### src/hw/rtl/cre_pkg.sv
// Package for the coverage range encoder: record types and shared constants.
// No dependencies; every other file of the block imports it.
`default_nettype none

package cre_pkg;

  // Field widths.
  localparam int unsigned GidW = 16;
  localparam int unsigned CntW = 17;

  // Saturation value of the 17-bit counters.
  localparam logic [CntW-1:0] CntMax = {CntW{1'b1}};

  // Default depth of the result queue; two entries at least.
  localparam int unsigned CreOutDepth = 4;

  // One range record as delivered on the result channel.
  typedef struct packed {
    logic [GidW-1:0] range_start;
    logic [GidW-1:0] range_end;
    logic [GidW-1:0] start_index;
    logic            final_res;
    logic [CntW-1:0] range_total;
    logic [CntW-1:0] item_total;
    logic            list_form_shorter;
  } cre_rec_t;

  // Records produced by one item: rec0 first, rec1 only together with rec0.
  typedef struct packed {
    logic     push0;
    logic     push1;
    cre_rec_t rec0;
    cre_rec_t rec1;
  } cre_push_t;

endpackage

`default_nettype wire

### src/hw/rtl/cre_if.sv
// Handshake interfaces of the coverage range encoder: id channel and range record channel.
// Depends on cre_pkg for the field widths.
`default_nettype none

interface cre_in_if;
  import cre_pkg::*;

  logic            valid;
  logic            ready;
  logic [GidW-1:0] glyph_id;
  logic            last;

  modport source (output valid, output glyph_id, output last, input ready);
  modport sink   (input valid, input glyph_id, input last, output ready);
endinterface

interface cre_out_if;
  import cre_pkg::*;

  logic            valid;
  logic            ready;
  logic [GidW-1:0] range_start;
  logic [GidW-1:0] range_end;
  logic [GidW-1:0] start_index;
  logic            final_res;
  logic [CntW-1:0] range_total;
  logic [CntW-1:0] item_total;
  logic            list_form_shorter;

  modport source (output valid, output range_start, output range_end, output start_index,
                  output final_res, output range_total, output item_total,
                  output list_form_shorter, input ready);
  modport sink   (input valid, input range_start, input range_end, input start_index,
                  input final_res, input range_total, input item_total,
                  input list_form_shorter, output ready);
endinterface

`default_nettype wire

### src/hw/rtl/coverage_range_encoder.sv
// Coverage range encoder: ascending glyph ids in, range records out.
// An accepted id waits in the input register, then its records are queued and offered.
// Throughput: one id per cycle while the queue has room; an id that both breaks a run
// and closes the list yields two records, leaving one per cycle while out_if is ready.
// Reset clears the run state, the counters and the queue at once; no clearing pass.
`default_nettype none

module coverage_range_encoder
  import cre_pkg::*;
#(
  parameter int unsigned OutDepth = CreOutDepth
) (
  input  wire logic  clk_i,
  input  wire logic  rst_ni,
  cre_in_if.sink     in_if,
  cre_out_if.source  out_if
);

  localparam int unsigned CntWd = $clog2(OutDepth + 1);

  logic             pipe_v_q;
  logic [GidW-1:0]  pipe_gid_q;
  logic             pipe_last_q;
  logic             consume;
  logic             room;
  logic [CntWd-1:0] count;
  cre_push_t        push;
  cre_rec_t         out_rec;

  // Input register: refilled whenever its item moves on.
  assign consume     = pipe_v_q && room;
  assign in_if.ready = !pipe_v_q || consume;

  always_ff @(posedge clk_i or negedge rst_ni) begin
    if (!rst_ni) begin
      pipe_v_q <= 1'b0;
    end else if (in_if.ready) begin
      pipe_v_q <= in_if.valid;
    end
  end

  always_ff @(posedge clk_i) begin
    if (in_if.ready && in_if.valid) begin
      pipe_gid_q  <= in_if.glyph_id;
      pipe_last_q <= in_if.last;
    end
  end

  // Run tracking and record forming.
  cre_core u_core (
    .clk_i      (clk_i),
    .rst_ni     (rst_ni),
    .go_i       (consume),
    .glyph_id_i (pipe_gid_q),
    .last_i     (pipe_last_q),
    .push_o     (push)
  );

  // Result queue.
  cre_out_fifo #(
    .Depth (OutDepth)
  ) u_out_fifo (
    .clk_i       (clk_i),
    .rst_ni      (rst_ni),
    .push_i      (push),
    .room_o      (room),
    .count_o     (count),
    .out_valid_o (out_if.valid),
    .out_ready_i (out_if.ready),
    .out_rec_o   (out_rec)
  );

  assign out_if.range_start       = out_rec.range_start;
  assign out_if.range_end         = out_rec.range_end;
  assign out_if.start_index       = out_rec.start_index;
  assign out_if.final_res         = out_rec.final_res;
  assign out_if.range_total       = out_rec.range_total;
  assign out_if.item_total        = out_rec.item_total;
  assign out_if.list_form_shorter = out_rec.list_form_shorter;

  // The queue never overfills.
  a_fifo_bound : assert property (@(posedge clk_i) disable iff (!rst_ni)
    count <= CntWd'(OutDepth))
    else $error("result queue overfilled");

  // An accepted id lands in the input register.
  a_pipe_load : assert property (@(posedge clk_i) disable iff (!rst_ni)
    (in_if.valid && in_if.ready) |=> pipe_v_q)
    else $error("accepted id lost");

  // A waiting id in the input register holds until the queue has room.
  a_pipe_hold : assert property (@(posedge clk_i) disable iff (!rst_ni)
    (pipe_v_q && !consume) |=> (pipe_v_q && $stable(pipe_gid_q) && $stable(pipe_last_q)))
    else $error("stalled id changed");

endmodule

`default_nettype wire

### src/hw/rtl/cre_core.sv
// Run tracking of the coverage range encoder: holds the open run and the list counters,
// and forms up to two range records per id. Depends on cre_pkg.
`default_nettype none

module cre_core
  import cre_pkg::*;
(
  input  wire logic            clk_i,
  input  wire logic            rst_ni,
  input  wire logic            go_i,
  input  wire logic [GidW-1:0] glyph_id_i,
  input  wire logic            last_i,
  output cre_push_t            push_o
);

  logic [GidW-1:0] run_first_q, run_first_d;
  logic [GidW-1:0] run_last_q, run_last_d;
  logic            have_run_q, have_run_d;
  logic [CntW-1:0] items_q, items_d;
  logic [CntW-1:0] distinct_q, distinct_d;
  logic [CntW-1:0] ranges_q, ranges_d;

  logic [CntW-1:0] items_inc;
  logic [CntW-1:0] ranges_mid;
  logic [CntW-1:0] ranges_fin;
  logic [CntW-1:0] last_plus1;
  logic            is_drop;
  logic            is_ext;
  logic            is_brk;
  logic [CntW+1:0] ranges_x3;
  cre_rec_t        brk_rec;
  cre_rec_t        fin_rec;

  function automatic logic [CntW-1:0] sat_inc(input logic [CntW-1:0] v);
    sat_inc = (v == CntMax) ? v : v + CntW'(1);
  endfunction

  // Index of a run's first id among the distinct ids kept so far.
  function automatic logic [GidW-1:0] start_idx(input logic [CntW-1:0] kept,
                                                input logic [GidW-1:0] first,
                                                input logic [GidW-1:0] lst);
    start_idx = kept[GidW-1:0] - (lst - first) - GidW'(1);
  endfunction

  // Classify the id against the open run.
  always_comb begin
    last_plus1 = {1'b0, run_last_q} + CntW'(1);
    is_drop    = have_run_q && (glyph_id_i <= run_last_q);
    is_ext     = have_run_q && ({1'b0, glyph_id_i} == last_plus1);
    is_brk     = have_run_q && !is_drop && !is_ext;
    items_inc  = sat_inc(items_q);
    ranges_mid = is_brk ? sat_inc(ranges_q) : ranges_q;
    ranges_fin = sat_inc(ranges_mid);
  end

  // Run state after this id, before a list close.
  always_comb begin
    run_first_d = run_first_q;
    run_last_d  = run_last_q;
    have_run_d  = have_run_q;
    distinct_d  = distinct_q;
    if (!have_run_q) begin
      run_first_d = glyph_id_i;
      run_last_d  = glyph_id_i;
      have_run_d  = 1'b1;
      distinct_d  = CntW'(1);
    end else if (is_ext) begin
      run_last_d = glyph_id_i;
      distinct_d = distinct_q + CntW'(1);
    end else if (is_brk) begin
      run_first_d = glyph_id_i;
      run_last_d  = glyph_id_i;
      distinct_d  = distinct_q + CntW'(1);
    end
    items_d  = items_inc;
    ranges_d = ranges_mid;
  end

  // Record for a broken run and record for the final run.
  always_comb begin
    brk_rec                   = '0;
    brk_rec.range_start       = run_first_q;
    brk_rec.range_end         = run_last_q;
    brk_rec.start_index       = start_idx(distinct_q, run_first_q, run_last_q);

    ranges_x3                 = {2'b00, ranges_fin} + {1'b0, ranges_fin, 1'b0};
    fin_rec.range_start       = run_first_d;
    fin_rec.range_end         = run_last_d;
    fin_rec.start_index       = start_idx(distinct_d, run_first_d, run_last_d);
    fin_rec.final_res         = 1'b1;
    fin_rec.range_total       = ranges_fin;
    fin_rec.item_total        = items_inc;
    fin_rec.list_form_shorter = ({2'b00, items_inc} < ranges_x3);
  end

  // Records handed to the result queue.
  always_comb begin
    push_o.push0 = go_i && (is_brk || last_i);
    push_o.push1 = go_i && is_brk && last_i;
    push_o.rec0  = is_brk ? brk_rec : fin_rec;
    push_o.rec1  = fin_rec;
  end

  // State update; a list close returns everything to reset.
  always_ff @(posedge clk_i or negedge rst_ni) begin
    if (!rst_ni) begin
      run_first_q <= '0;
      run_last_q  <= '0;
      have_run_q  <= 1'b0;
      items_q     <= '0;
      distinct_q  <= '0;
      ranges_q    <= '0;
    end else if (go_i) begin
      if (last_i) begin
        run_first_q <= '0;
        run_last_q  <= '0;
        have_run_q  <= 1'b0;
        items_q     <= '0;
        distinct_q  <= '0;
        ranges_q    <= '0;
      end else begin
        run_first_q <= run_first_d;
        run_last_q  <= run_last_d;
        have_run_q  <= have_run_d;
        items_q     <= items_d;
        distinct_q  <= distinct_d;
        ranges_q    <= ranges_d;
      end
    end
  end

endmodule

`default_nettype wire

### src/hw/rtl/cre_out_fifo.sv
// Result queue of the coverage range encoder: takes up to two records a cycle and
// delivers one per request. Depends on cre_pkg.
`default_nettype none

module cre_out_fifo
  import cre_pkg::*;
#(
  parameter int unsigned Depth = CreOutDepth,
  localparam int unsigned PtrW = $clog2(Depth),
  localparam int unsigned CntWd = $clog2(Depth + 1)
) (
  input  wire logic             clk_i,
  input  wire logic             rst_ni,
  input  cre_push_t             push_i,
  output logic                  room_o,
  output logic [CntWd-1:0]      count_o,
  output logic                  out_valid_o,
  input  wire logic             out_ready_i,
  output cre_rec_t              out_rec_o
);

  cre_rec_t         mem_q [Depth];
  logic [PtrW-1:0]  wr_ptr_q, wr_ptr_d;
  logic [PtrW-1:0]  wr_ptr1;
  logic [PtrW-1:0]  rd_ptr_q, rd_ptr_d;
  logic [CntWd-1:0] count_q, count_d;
  logic             pop;

  function automatic logic [PtrW-1:0] ptr_inc(input logic [PtrW-1:0] p);
    ptr_inc = (p == PtrW'(Depth - 1)) ? '0 : p + PtrW'(1);
  endfunction

  // Pointer and fill bookkeeping.
  always_comb begin
    pop      = out_valid_o && out_ready_i;
    wr_ptr1  = ptr_inc(wr_ptr_q);
    wr_ptr_d = push_i.push1 ? ptr_inc(wr_ptr1) : (push_i.push0 ? wr_ptr1 : wr_ptr_q);
    rd_ptr_d = pop ? ptr_inc(rd_ptr_q) : rd_ptr_q;
    count_d  = count_q + CntWd'(push_i.push0) + CntWd'(push_i.push1) - CntWd'(pop);
  end

  always_ff @(posedge clk_i or negedge rst_ni) begin
    if (!rst_ni) begin
      wr_ptr_q <= '0;
      rd_ptr_q <= '0;
      count_q  <= '0;
    end else begin
      wr_ptr_q <= wr_ptr_d;
      rd_ptr_q <= rd_ptr_d;
      count_q  <= count_d;
    end
  end

  // Record storage.
  always_ff @(posedge clk_i) begin
    if (push_i.push0) begin
      mem_q[wr_ptr_q] <= push_i.rec0;
    end
    if (push_i.push1) begin
      mem_q[wr_ptr1] <= push_i.rec1;
    end
  end

  // Head of the queue and space for two more records.
  assign out_valid_o = (count_q != '0);
  assign out_rec_o   = mem_q[rd_ptr_q];
  assign room_o      = (count_q <= CntWd'(Depth - 2));
  assign count_o     = count_q;

endmodule

`default_nettype wire

### src/flat_wrapper.sv
// flat-port wrapper written by rule: the top's interface ports become plain ports
module coverage_range_encoder_flat import cre_pkg::*;
#(
  parameter int unsigned OutDepth = CreOutDepth
)
  (clk_i, rst_ni, in_if_valid, in_if_glyph_id, in_if_last, in_if_ready, out_if_valid, out_if_range_start, out_if_range_end, out_if_start_index, out_if_final_res, out_if_range_total, out_if_item_total, out_if_list_form_shorter, out_if_ready);
  cre_in_if in_if_i ();
  cre_out_if out_if_i ();
  input  wire logic clk_i;
  input  wire logic rst_ni;
  input wire logic [$bits(in_if_i.valid)-1:0] in_if_valid;
  input wire logic [$bits(in_if_i.glyph_id)-1:0] in_if_glyph_id;
  input wire logic [$bits(in_if_i.last)-1:0] in_if_last;
  output wire logic [$bits(in_if_i.ready)-1:0] in_if_ready;
  output wire logic [$bits(out_if_i.valid)-1:0] out_if_valid;
  output wire logic [$bits(out_if_i.range_start)-1:0] out_if_range_start;
  output wire logic [$bits(out_if_i.range_end)-1:0] out_if_range_end;
  output wire logic [$bits(out_if_i.start_index)-1:0] out_if_start_index;
  output wire logic [$bits(out_if_i.final_res)-1:0] out_if_final_res;
  output wire logic [$bits(out_if_i.range_total)-1:0] out_if_range_total;
  output wire logic [$bits(out_if_i.item_total)-1:0] out_if_item_total;
  output wire logic [$bits(out_if_i.list_form_shorter)-1:0] out_if_list_form_shorter;
  input wire logic [$bits(out_if_i.ready)-1:0] out_if_ready;
  assign in_if_i.valid = in_if_valid;
  assign in_if_i.glyph_id = in_if_glyph_id;
  assign in_if_i.last = in_if_last;
  assign in_if_ready = in_if_i.ready;
  assign out_if_valid = out_if_i.valid;
  assign out_if_range_start = out_if_i.range_start;
  assign out_if_range_end = out_if_i.range_end;
  assign out_if_start_index = out_if_i.start_index;
  assign out_if_final_res = out_if_i.final_res;
  assign out_if_range_total = out_if_i.range_total;
  assign out_if_item_total = out_if_i.item_total;
  assign out_if_list_form_shorter = out_if_i.list_form_shorter;
  assign out_if_i.ready = out_if_ready;
  coverage_range_encoder #(.OutDepth(OutDepth)) u_core (.clk_i(clk_i), .rst_ni(rst_ni), .in_if(in_if_i), .out_if(out_if_i));
endmodule
### config.mk
export PLATFORM = sky130hd
export DESIGN_NAME = coverage_range_encoder_flat
export DESIGN_NICKNAME = d
export VERILOG_FILES = /design/src/hw/rtl/cre_pkg.sv /design/src/hw/rtl/cre_if.sv /design/src/hw/rtl/coverage_range_encoder.sv /design/src/hw/rtl/cre_core.sv /design/src/hw/rtl/cre_out_fifo.sv /design/src/flat_wrapper.sv
export SDC_FILE = /design/constraint.sdc
export NUM_CORES = 1
export LEC_CHECK = 0
export ABC_AREA = 0
export BUFFER_PORTS_ARGS = -buffer_cell sky130_fd_sc_hd__buf_2
export CORE_MARGIN = 2
export CORE_UTILIZATION = 40
export DETAILED_ROUTE_END_ITERATION = 16
export GPL_TIMING_DRIVEN = 0
export PLACE_DENSITY = 0.55
export SETUP_SLACK_MARGIN = 0.3
export SYNTH_ARGS = -nofsm -noshare
export SYNTH_HDL_FRONTEND = slang
export SYNTH_SLANG_ARGS = --single-unit
### constraint.sdc
create_clock -name clk_i -period 10.2 [get_ports clk_i]
set_clock_uncertainty 0.2 [all_clocks]
set_input_delay 0.51 -clock clk_i [delete_from_list [all_inputs] [get_ports clk_i]]
set_output_delay 0.51 -clock clk_i [all_outputs]
set_load 0.01 [all_outputs]
### Yosys cells after proc, flatten, opt, wreduce, memory -nomap -nowiden

Memories as Yosys holds them, arrays and structs flattened.
Index checks and enable logic that the tools add are counted.

| word-level totals | value |
|---|---|
| bits in registers | 109 |
| bits in latches | 0 |
| bits in writable memories | 336 |
| bits in read-only memories | 0 |
| bits of input ports | 21 |
| output and inout bits | 86 |
| logic and storage cells | 90 |
| memories | 1 |

| operators by class | value |
|---|---|
| add/sub/neg operators | 18 |
| $mul | 0 |
| divide/modulo/power cells | 0 |
| order comparisons | 3 |
| equality and inequality tests | 8 |
| shifts and indexed selects | 0 |
| muxes and demuxes | 29 |
| bitwise gates (word level) | 0 |
| reduce and logical (&&, ||, !) cells | 18 |

Memories:

| memory | depth | width | rd ports | clocked after memory_dff | write ports | line | RTL |
|---|---|---|---|---|---|---|---|
| u_core.u_out_fifo.mem_q | 4 | 84 | 1 | 0 | 2 | cre_out_fifo.sv:22 | `cre_rec_t mem_q [Depth];` |

Operators with widths:

| kind | number |
|---|---|
| 17-bit two-way mux | 10 |
| 16-bit two-way mux | 8 |
| 84-bit two-way mux | 1 |
| 17-bit by 1-bit adder with 17-bit output, second input constant | 4 |
| 16-bit subtractor | 4 |
| 17-bit == test, second input constant | 3 |
| 16-bit by 1-bit subtractor with 16-bit output, second input constant | 2 |
| 17-bit by 18-bit adder with 19-bit output | 1 |
| 17-bit by 19-bit less-than comparator with 1-bit output | 1 |
| 16-bit by 1-bit adder with 17-bit output, second input constant | 1 |
| 16-bit by 17-bit == test with 1-bit output | 1 |
| 16-bit <= comparator | 1 |
| 1-bit logical AND | 10 |
| 2-bit two-way mux | 5 |
| 2-bit by 1-bit adder with 2-bit output, second input constant | 3 |
| 3-bit by 1-bit adder with 3-bit output | 2 |
| 2-bit == test, second input constant | 3 |
| 1-bit two-way mux | 5 |
| 4-bit by 1-bit != test with 1-bit output, second input constant | 1 |
| 3-bit by 2-bit <= comparator with 1-bit output, second input constant | 1 |
| 1-bit logical NOT | 3 |
| 3-bit nonzero test | 1 |
| 3-bit by 1-bit subtractor with 3-bit output | 1 |
| 1-bit logical OR | 2 |
| 2 further kinds | 2 |

### Depth between registers and ports, before layout

Gate-level depths: netlist (run 1).

| logic depth | value |
|---|---|
| depth in word-level cells | 12 |
| gate-level depth with buffers | 42 |
| depth with buffers taken out | 41 |

### Modules after synthesis

From an unflattened synthesis (run 1), not the netlist that was laid out.

| second synthesis, totals | value |
|---|---|
| cell total of the unflattened synthesis | 2168 |
| area, all modules | 27291.2 um2 |

Modules (own cells, without submodules):

| module | times used | cells each | area an instance (um2) | sequential area each (um2) |
|---|---|---|---|---|
| cre_out_fifo | 1 | 866 | 16774.8 | 10264.8 |
| cre_core | 1 | 1280 | 9945.8 | 2077.0 |
| coverage_range_encoder | 1 | 22 | 570.5 | 535.5 |

### Least setup slack after synthesis (run 1)

OpenSTA, ideal clock, no wires.

| path | value |
|---|---|
| path kind | register to register |
| from | register u_core.u_core.run_last_q[15] |
| to | memory u_core.u_out_fifo.mem_q[0][0] (netlist name), data pin |
| setup time | 0.267 ns |
| data arrival time | 7.306 ns |
| required time | 9.733 ns |
| path slack | 2.427 ns |
| cell stages (with the launch flop) | 37 |
| buffers on the path | 1 |
| period minus slack after synthesis | 7.773 ns |
| cell sequence | dfrtp_1 -> clkbuf_1 -> inv_1 -> ha_1 -> nand4_1 -> a2111o_1 -> a31oi_1 -> and2_1 -> nand2_1 -> xnor2_1 -> ha_1 -> inv_1 -> a311oi_4 -> and4_4 -> nand3_2 -> mux2i_1 -> inv_1 -> ha_1 -> a21o_1 -> a21oi_1 -> o21bai_1 -> nand2_1 -> a21o_1 -> a31oi_1 -> or3_4 -> a21o_1 -> a21o_1 -> xnor2_1 -> ha_1 -> nand4_1 -> or4_1 -> a211oi_1 -> o21ai_0 -> a21oi_1 -> o21a_2 -> nor4b_4 -> nor3_1 |

RTL lines:

| element | line | RTL |
|---|---|---|
| start, declared | cre_core.sv:17 | `logic [GidW-1:0] run_last_q, run_last_d;` |
| start signal, assigned | cre_core.sv:123 | `run_last_q <= run_last_d;` |
| end, declared | cre_out_fifo.sv:22 |  |

==> metrics, run 1 <==
Post-synth top cells 349 x edfxtp_1, 227 x nor2_1, 182 x nand2_1; area of the multi-input gates about 11000 sq um; fin nets 2544; Comb pwr share between 50 and 60%; die area roughly 65000 sq um; Final min period around 9.3 ns; PwrDens roughly 370 nW/um^2; number of diodes 0; Mapped Avg Cell Area approximately 11 sq um; Synth cell types 93; CP Max Fanout 9; RSZ-0062 raised after global routing true; Clock transition at path regs ~0.060 ns; Synth area leader edfxtp_1; Reg area 12840 sq um; TNS Setup 0 ns; Clk Latency, worst-skew pair around 0.62 ns; CP top delay family simple AND/OR/NAND/NOR gates; FMAX around 110 MHz; Synth Net Count about 2400; Mapped Cells between 2000 and 2500; number of synthesized flops with an enable pin 349; most numerous cell in the Yosys netlist edfxtp_1; Final Hold Fails 0; #FFs+latches synth ~440; hold-critical path depth 3; YS warnings 0; Area growth syn-to-layout 14.24%; Die Y 254.4 um; die width approximately 250 um; Area contributors post-synth edfxtp_1 42%, dfrtp_1 9.1%, mux4_2 7.5%; Synth Cell Area 25080 sq um; # fillers approximately 5700; Port-buffer cells about 110; CTS tree built; Pre-antenna DRT Iters 6; CTS Sinks 444; Psw between 0.005 and 0.006 W; core outline area approximately 62000 sq um; initial antenna violation count 0; most used cell, CP ha_1; DRC Markers 0; max_cap viols 0; Util after Layout a little under half; gr usage total between 20 and 25%; Top FF cell, synth edfxtp_1; Sequential Power Share about a quarter; CP max stage cell edfxtp_1; IO Count 107; Routed WL per cell roughly 24 um; PnR Total Power 0.01072 W; CTS buffer count 50; num rows slightly above 90; Root Buffer clkbuf_16; total stage count of the critical path 35; Hold Path Class input pin to flop; Max IR drop VDD just under 200 uV; Worst-Margin Slew between 1 and 1.5 ns; post-route cell area between 20000 and 30000 sq um; top-area cell type share of the netlist area a little over two fifths; fraction of layout cells with a size suffix above 1 a little over an eighth; period utilization 91.54%; GRT Residual Overflow 0; internal power ~0.0056 W; relative slew slack 15.54%; Net Sw Frac between 40% and 50%; endpoints failing setup 0; Clock Path Buffers 3; Routed WL around 80000 um; vias in the first global route between 15000 and 20000; Slew Viols, Final 0; H-tree levels 2; Setup crit end kind flop; initial DRC count approximately 2100; CP max stage delay roughly 0.68 ns; asr flop ratio synth around a fifth; Buf/Inv on CP 3; via count roughly 19000; effective utilization at floorplan just over 40%; post-synthesis sequential area ratio approximately half; largest net degree at the start of global routing 53; DP HPWL between 50000 and 60000 um; R2R depth 35; Vias/cell between 5 and 6; ANT nets after route 0; status completed; placed cell area 26820 sq um; crit path launch type flop; setup bufs post-CTS 0; Critical Path RT approximately 10 ns; Clock power frac 16.6%; GPL Wtd Cong about 0.95; critical path class flop to flop; WP data arrival approximately 9.5 ns; first-pass GRT wire length around 120000 um; Leak 10.67 nW
cell type report:
type	count	area share [%]
Clock inverter	32	1.044
Multi-Input combinational cell	1454	38.69
Sequential cell	444	44.81
Clock buffer	62	4.525
Inverter	182	2.385
Buffer	138	1.887
Tap cell	837	3.656
Timing Repair Buffer	130	3.005
worst min-delay path: cells and delay by family:
| family | cells | cell delay [ns] |
|---|---|---|
| and+or+nand+nor | 1 | 0.14 |
| buffers and inverters | 1 | 0.10 |
| AOI/OAI and AO/OA | 1 | 0.13 |
sequential cells by signal, indices dropped and copies added (netlist names):
| signal | cells |
|---|---|
| u_core.u_out_fifo.count_o | 3 |
| u_core.u_out_fifo.rd_ptr_q | 2 |
| u_core.u_core.items_q | 17 |
| u_core.pipe_gid_q | 16 |
| u_core.u_core.run_first_q | 16 |
| u_core.pipe_last_q | 1 |
| u_core.u_core.ranges_q | 17 |
| u_core.u_core.run_last_q | 16 |
| u_core.u_out_fifo.wr_ptr_q | 2 |
| u_core.u_out_fifo.mem_q | 336 |
| u_core.u_core.have_run_q | 1 |
| u_core.u_core.distinct_q | 16 |
| u_core.pipe_v_q | 1 |
per-layer routing:
layer	part of all wire, %	wire length (um)	GRT usage, %	vias to the layer above
met5	0	0	0	-
met4	2.6	2074	6.370	0
met3	7.5	6021	4.072	100
met2	45	35850	38.17	831
met1	45	35970	36.50	9541
li1	-	-	-	8569
logic make-up after synthesis:
group | count (synthesis) | share of synthesized area [%]
muxes | 97 | 8.098
DFF | 444 | 51.20
buffers and inverters | 320 | 4.875
adders and majority gates | 123 | 7.185
and+or+nand+nor | 593 | 10.82
AOI/OAI and AO/OA | 537 | 14.13
xor gates and xnor gates | 104 | 3.692
worst paths after layout:
| path | to | slack, ns | start |
|---|---|---|---|
| setup / recovery | u_core.u_out_fifo.mem_q[3][0]$_DFFE_PP_ | 0.86 | u_core.pipe_gid_q[0]$_DFFE_PP_ |
| hold / removal | u_core.u_out_fifo.rd_ptr_q[0]$_DFFE_PN0P_ | 0.1 | out_if_ready |
| setup reg to reg | u_core.u_out_fifo.mem_q[3][0]$_DFFE_PP_ | 0.86 | u_core.pipe_gid_q[0]$_DFFE_PP_ |
| hold reg to reg | u_core.u_out_fifo.mem_q[0][35]$_SDFFE_PP1P_ | 0.25 | u_core.u_out_fifo.mem_q[0][35]$_SDFFE_PP1P_ |
| max in group asynchronous | u_core.u_core.distinct_q[2]$_DFFE_PN0P_ | 8.83 | rst_ni |
| min in group asynchronous | u_core.pipe_v_q$_DFFE_PN0N_ | 0.25 | rst_ni |
layout by cell type (no fill, tap or decap), drive strengths merged, types with 5 or more instances in the layout:
cell	n
and2	11
xor2	38
a21boi	12
a22o	69
nor4	11
nor3	32
nand4	21
mux4	84
o21ai	128
nand2b	13
clkbuf	171
o22ai	149
o21a	9
dlygate4sd3	19
a21oi	84
clkinv	20
nand3	38
or3	7
ha	88
a211oi	6
and4	8
nor2	227
xnor2	66
clkinvlp	6
buf	140
nand2	182
o32ai	6
fa	35
mux2i	9
and3	18
nor2b	12
dfrtp	91
a31oi	14
o31ai	5
edfxtp	349
inv	185
a21o	14
power groups by stage:
stage          clock network (W)  registers, W  logic (W)
2_1_floorplan                  0       0.00269    0.00401
3_3_place_gp                   0       0.00283    0.00596
3_5_place_dp                   0       0.00278    0.00607
4_1_cts                  0.00181       0.00275    0.00611
5_1_grt                  0.00188       0.00279    0.00673
6_report                 0.00178       0.00276    0.00618
stage by stage:
step / setup slack (ns) / hold WS [ns] / instances
2_1_floorplan: 2.427 / 0.01441 / 2218
3_3_place_gp: 0.4547 / 0.2322 / 3161
3_5_place_dp: 0.4119 / 0.2384 / 3166
4_1_cts: 0.3967 / 0.08142 / 3279
5_1_grt: 0.2875 / 0.1334 / 3279
6_report: 0.8631 / 0.09859 / 3279
repair_timing:
action | 4_1_cts | 5_1_grt
endpoints found under the setup margin | 0 | 20
resized for setup | 0 | 8
hold buffers | 19 | 0
endpoints found under the hold margin | 57 | 0
Note: power is estimated with default switching activity, not from simulation.
==> run 2, diff against run 1 <==
--- a/config.mk
+++ b/config.mk
@@ -7,11 +7,14 @@
 export LEC_CHECK = 0
 export ABC_AREA = 0
 export BUFFER_PORTS_ARGS = -buffer_cell sky130_fd_sc_hd__buf_2
+export CAP_MARGIN = 40
 export CORE_MARGIN = 2
 export CORE_UTILIZATION = 40
 export DETAILED_ROUTE_END_ITERATION = 16
 export GPL_TIMING_DRIVEN = 0
+export HOLD_SLACK_MARGIN = 0.05
 export PLACE_DENSITY = 0.55
+export REMOVE_ABC_BUFFERS = 1
 export SETUP_SLACK_MARGIN = 0.3
 export SYNTH_ARGS = -nofsm -noshare
 export SYNTH_HDL_FRONTEND = slang
==> run 2 against run 1 <==
  * Global-route usage down 2.6 points
  * Register-to-register slack about the same
  * Routed wire length down 11%
  * Critical path depth up 1
  * Core utilization up 0.56 points
  * Sequential share of layout area down 0.50 points
  * First-iteration DRC count down 16%
  * Combinational power down 3.9%
  * Power down 1.5%
  * Flip-flop and latch count unchanged
  * Non-clock buffer count down 99
  * Worst hold slack better by 0.028 ns
==> metrics, run 2 (same netlist as run 1, synthesis figures left out) <==
Routed WL 71480 um (-11%); Routed WL per cell 22.50 um (-7.7%); via count 18330 (-3.7%); CTS tree built; post-route cell area 28990 sq um (+1.2%); period utilization 91.55% (about the same); Util after Layout 46.89% (+0.56 points); Global Route met2 Usage 35.64% (-2.5 points); GRT Residual Overflow 0 (unchanged); placed cell area 27080 sq um (+0.97%); fin nets 2444 (-3.9%); num rows 91 (unchanged); IO Count 107 (unchanged); CP max stage delay 0.52 ns (-0.16 ns); first-pass GRT wire length 109300 um (-7.7%); CTS buffer count 49 (-2.0%); R2R depth 36 (+2.9%); DRC Markers 0 (unchanged); Final Hold Fails 0 (unchanged); Pre-antenna DRT Iters 6 (unchanged); Reg with most FFs u_core.u_out_fifo.mem_q; CP max stage cell dfrtp_1; Final min period 9.338 ns (+0.0008610 ns); met1 usage 31.44% (-5.1 points); Hold Path Class input pin to flop; biggest regs u_core.u_out_fifo.mem_q: 336 flops, u_core.u_core.items_q: 17 flops, u_core.u_core.ranges_q: 17 flops; Worst-Margin Slew 0.9596 ns (-0.3026 ns); ANT nets after route 0 (unchanged); TNS Setup 0 ns (unchanged); CP Max Fanout 12 (+3); Critical R2R Capture u_core.u_out_fifo.mem_q[2][0]$_DFFE_PP_; initial antenna violation count 1 (+1); endpoints failing setup 0 (unchanged); Root Buffer clkbuf_16; initial DRC count 1784 (-16%); number of flip-flops in the largest register 336 (unchanged); commonest cells after routing, fill and taps aside 349 x edfxtp_1, 225 x nor2_1, 180 x inv_1; Clk Latency, worst-skew pair 0.59 ns (-0.03 ns); PwrDens 364.1 nW/um^2 (-2.7%); Critical Path RT 10.32 ns (-0.04 ns); # fillers 5605 (-2.2%); Port-buffer cells 106 (unchanged); die width 254.4 um (unchanged); critical path class flop to flop; die area 64710 sq um (unchanged); WP data arrival 9.46 ns (-0.04 ns); most used cell, CP ha_1; met3 Use GR 3.878% (-0.19 points); crit path launch type flop; largest net degree at the start of global routing 51 (-3.8%); Slew Viols, Final 0 (unchanged); relative slew slack 36.02% (+20 points); effective utilization at floorplan 40.56% (unchanged); Clock Path Buffers 3 (unchanged); Clock transition at path regs 0.06 ns (about the same); CTS Sinks 444 (unchanged); Critical path origin u_core.u_core.run_last_q[14]$_DFFE_PN0P_; most used routing layer met2; Worst Hold Slack 0.1263 ns (+0.02775 ns); fraction of layout cells with a size suffix above 1 16.15% (+2.7 points); Vias/cell 5.769 (-0.65%); DP HPWL 49100 um (-16%); status completed; core outline area 61830 sq um (unchanged); crit path capture u_core.u_out_fifo.mem_q[2][0]$_DFFE_PP_; Setup crit end kind flop; FMAX 107.1 MHz (about the same); H-tree levels 2 (unchanged); PnR Total Power 0.01056 W (-1.5%); most common cell after layout, fill and taps aside edfxtp_1; Area growth syn-to-layout 15.62%; Max IR drop VDD 248.8 uV (+25%); max_cap viols 0 (unchanged); GPL Wtd Cong 0.8766 (-7.4%); Die Y 254.4 um (unchanged); Worst R2R Start u_core.u_core.run_last_q[14]$_DFFE_PN0P_; RSZ-0062 raised after global routing false; gr usage total 22.20% (-2.6 points); reg2reg setup slack 0.86 ns (about the same); vias in the first global route 18440 (+0.15%); Leak 10.93 nW (+2.4%); number of diodes 0 (unchanged)
==> run 2: repair_timing <==
action | CTS | global route
resized for setup | 0 | 15
setup buffers | 0 | 1
endpoints found under the setup margin | 0 | 8
hold endpoints to repair | 59 | 0
hold buffers | 19 | 0
==> run 2: stage by stage <==
stage / std cells / setup WS, ns
final: 3177 / 0.8623
after global routing: 3177 / 0.3072
after CTS: 3176 / 0.5064
after detailed placement: 3066 / 0.5353
after global placement: 3023 / -3.086
after floorplan: 2080 / 0.7313
==> run 2: how the worst min path moves through the flow <==
| stage | slack (ns) | from | endpoint | cells after the start |
|---|---|---|---|---|
| after floorplan | 0.01 | rst_ni | u_core.pipe_v_q$_DFFE_PN0N_ | 0 |
| after global placement | 0.23 | u_core.u_out_fifo.mem_q[0][35]$_SDFFE_PP1P_ | u_core.u_out_fifo.mem_q[0][35]$_SDFFE_PP1P_ | 2 |
| after detailed placement | 0.24 | u_core.u_out_fifo.mem_q[3][35]$_SDFFE_PP1P_ | u_core.u_out_fifo.mem_q[3][35]$_SDFFE_PP1P_ | 2 |
| after CTS | 0.12 | out_if_ready | u_core.u_out_fifo.rd_ptr_q[0]$_DFFE_PN0P_ | 3 |
| after global routing | 0.16 | out_if_ready | u_core.u_out_fifo.rd_ptr_q[0]$_DFFE_PN0P_ | 3 |
| final | 0.13 | out_if_ready | u_core.u_out_fifo.rd_ptr_q[0]$_DFFE_PN0P_ | 3 |
==> run 2: layout make-up <==
cell class / count / area [sq um] / share of cell area [%]
sequential: 444 / 12850 / 44.32
multi-input combinational: 1454 / 11200 / 38.65
timing repair buffer: 169 / 1580 / 5.451
clock buffer: 71 / 1393 / 4.803
tap: 837 / 1047 / 3.612
inverter: 182 / 683.2 / 2.356
clock inverter: 20 / 236.5 / 0.8156
==> run 2: power by group <==
group	total (W)	internal [W]	switching (W)
clock network	0.00181	0.00108	0.000734
registers	0.00281	0.00248	0.000333
logic	0.00594	0.00222	0.00372
total	0.0106	0.00577	0.00479
==> run 2: metal layers <==
layer	vias to the layer above	share of wire, %
li1	8376	-
met1	9229	45
met2	623	47
met5	-	0
met4	0	1.9
met3	100	6.9
==> run 2: critical path, delay by kind of cell (launching register included) <==
| family | cells | cell delay, ns |
|---|---|---|
| AO/OA/AOI/OAI | 12 | 2.70 |
| AND/OR/NAND/NOR | 14 | 3.48 |
| XOR/XNOR | 2 | 0.38 |
| flip-flops | 1 | 0.52 |
| buffers and inverters | 4 | 0.54 |
| adder cells (fa/ha/maj) | 4 | 1.24 |
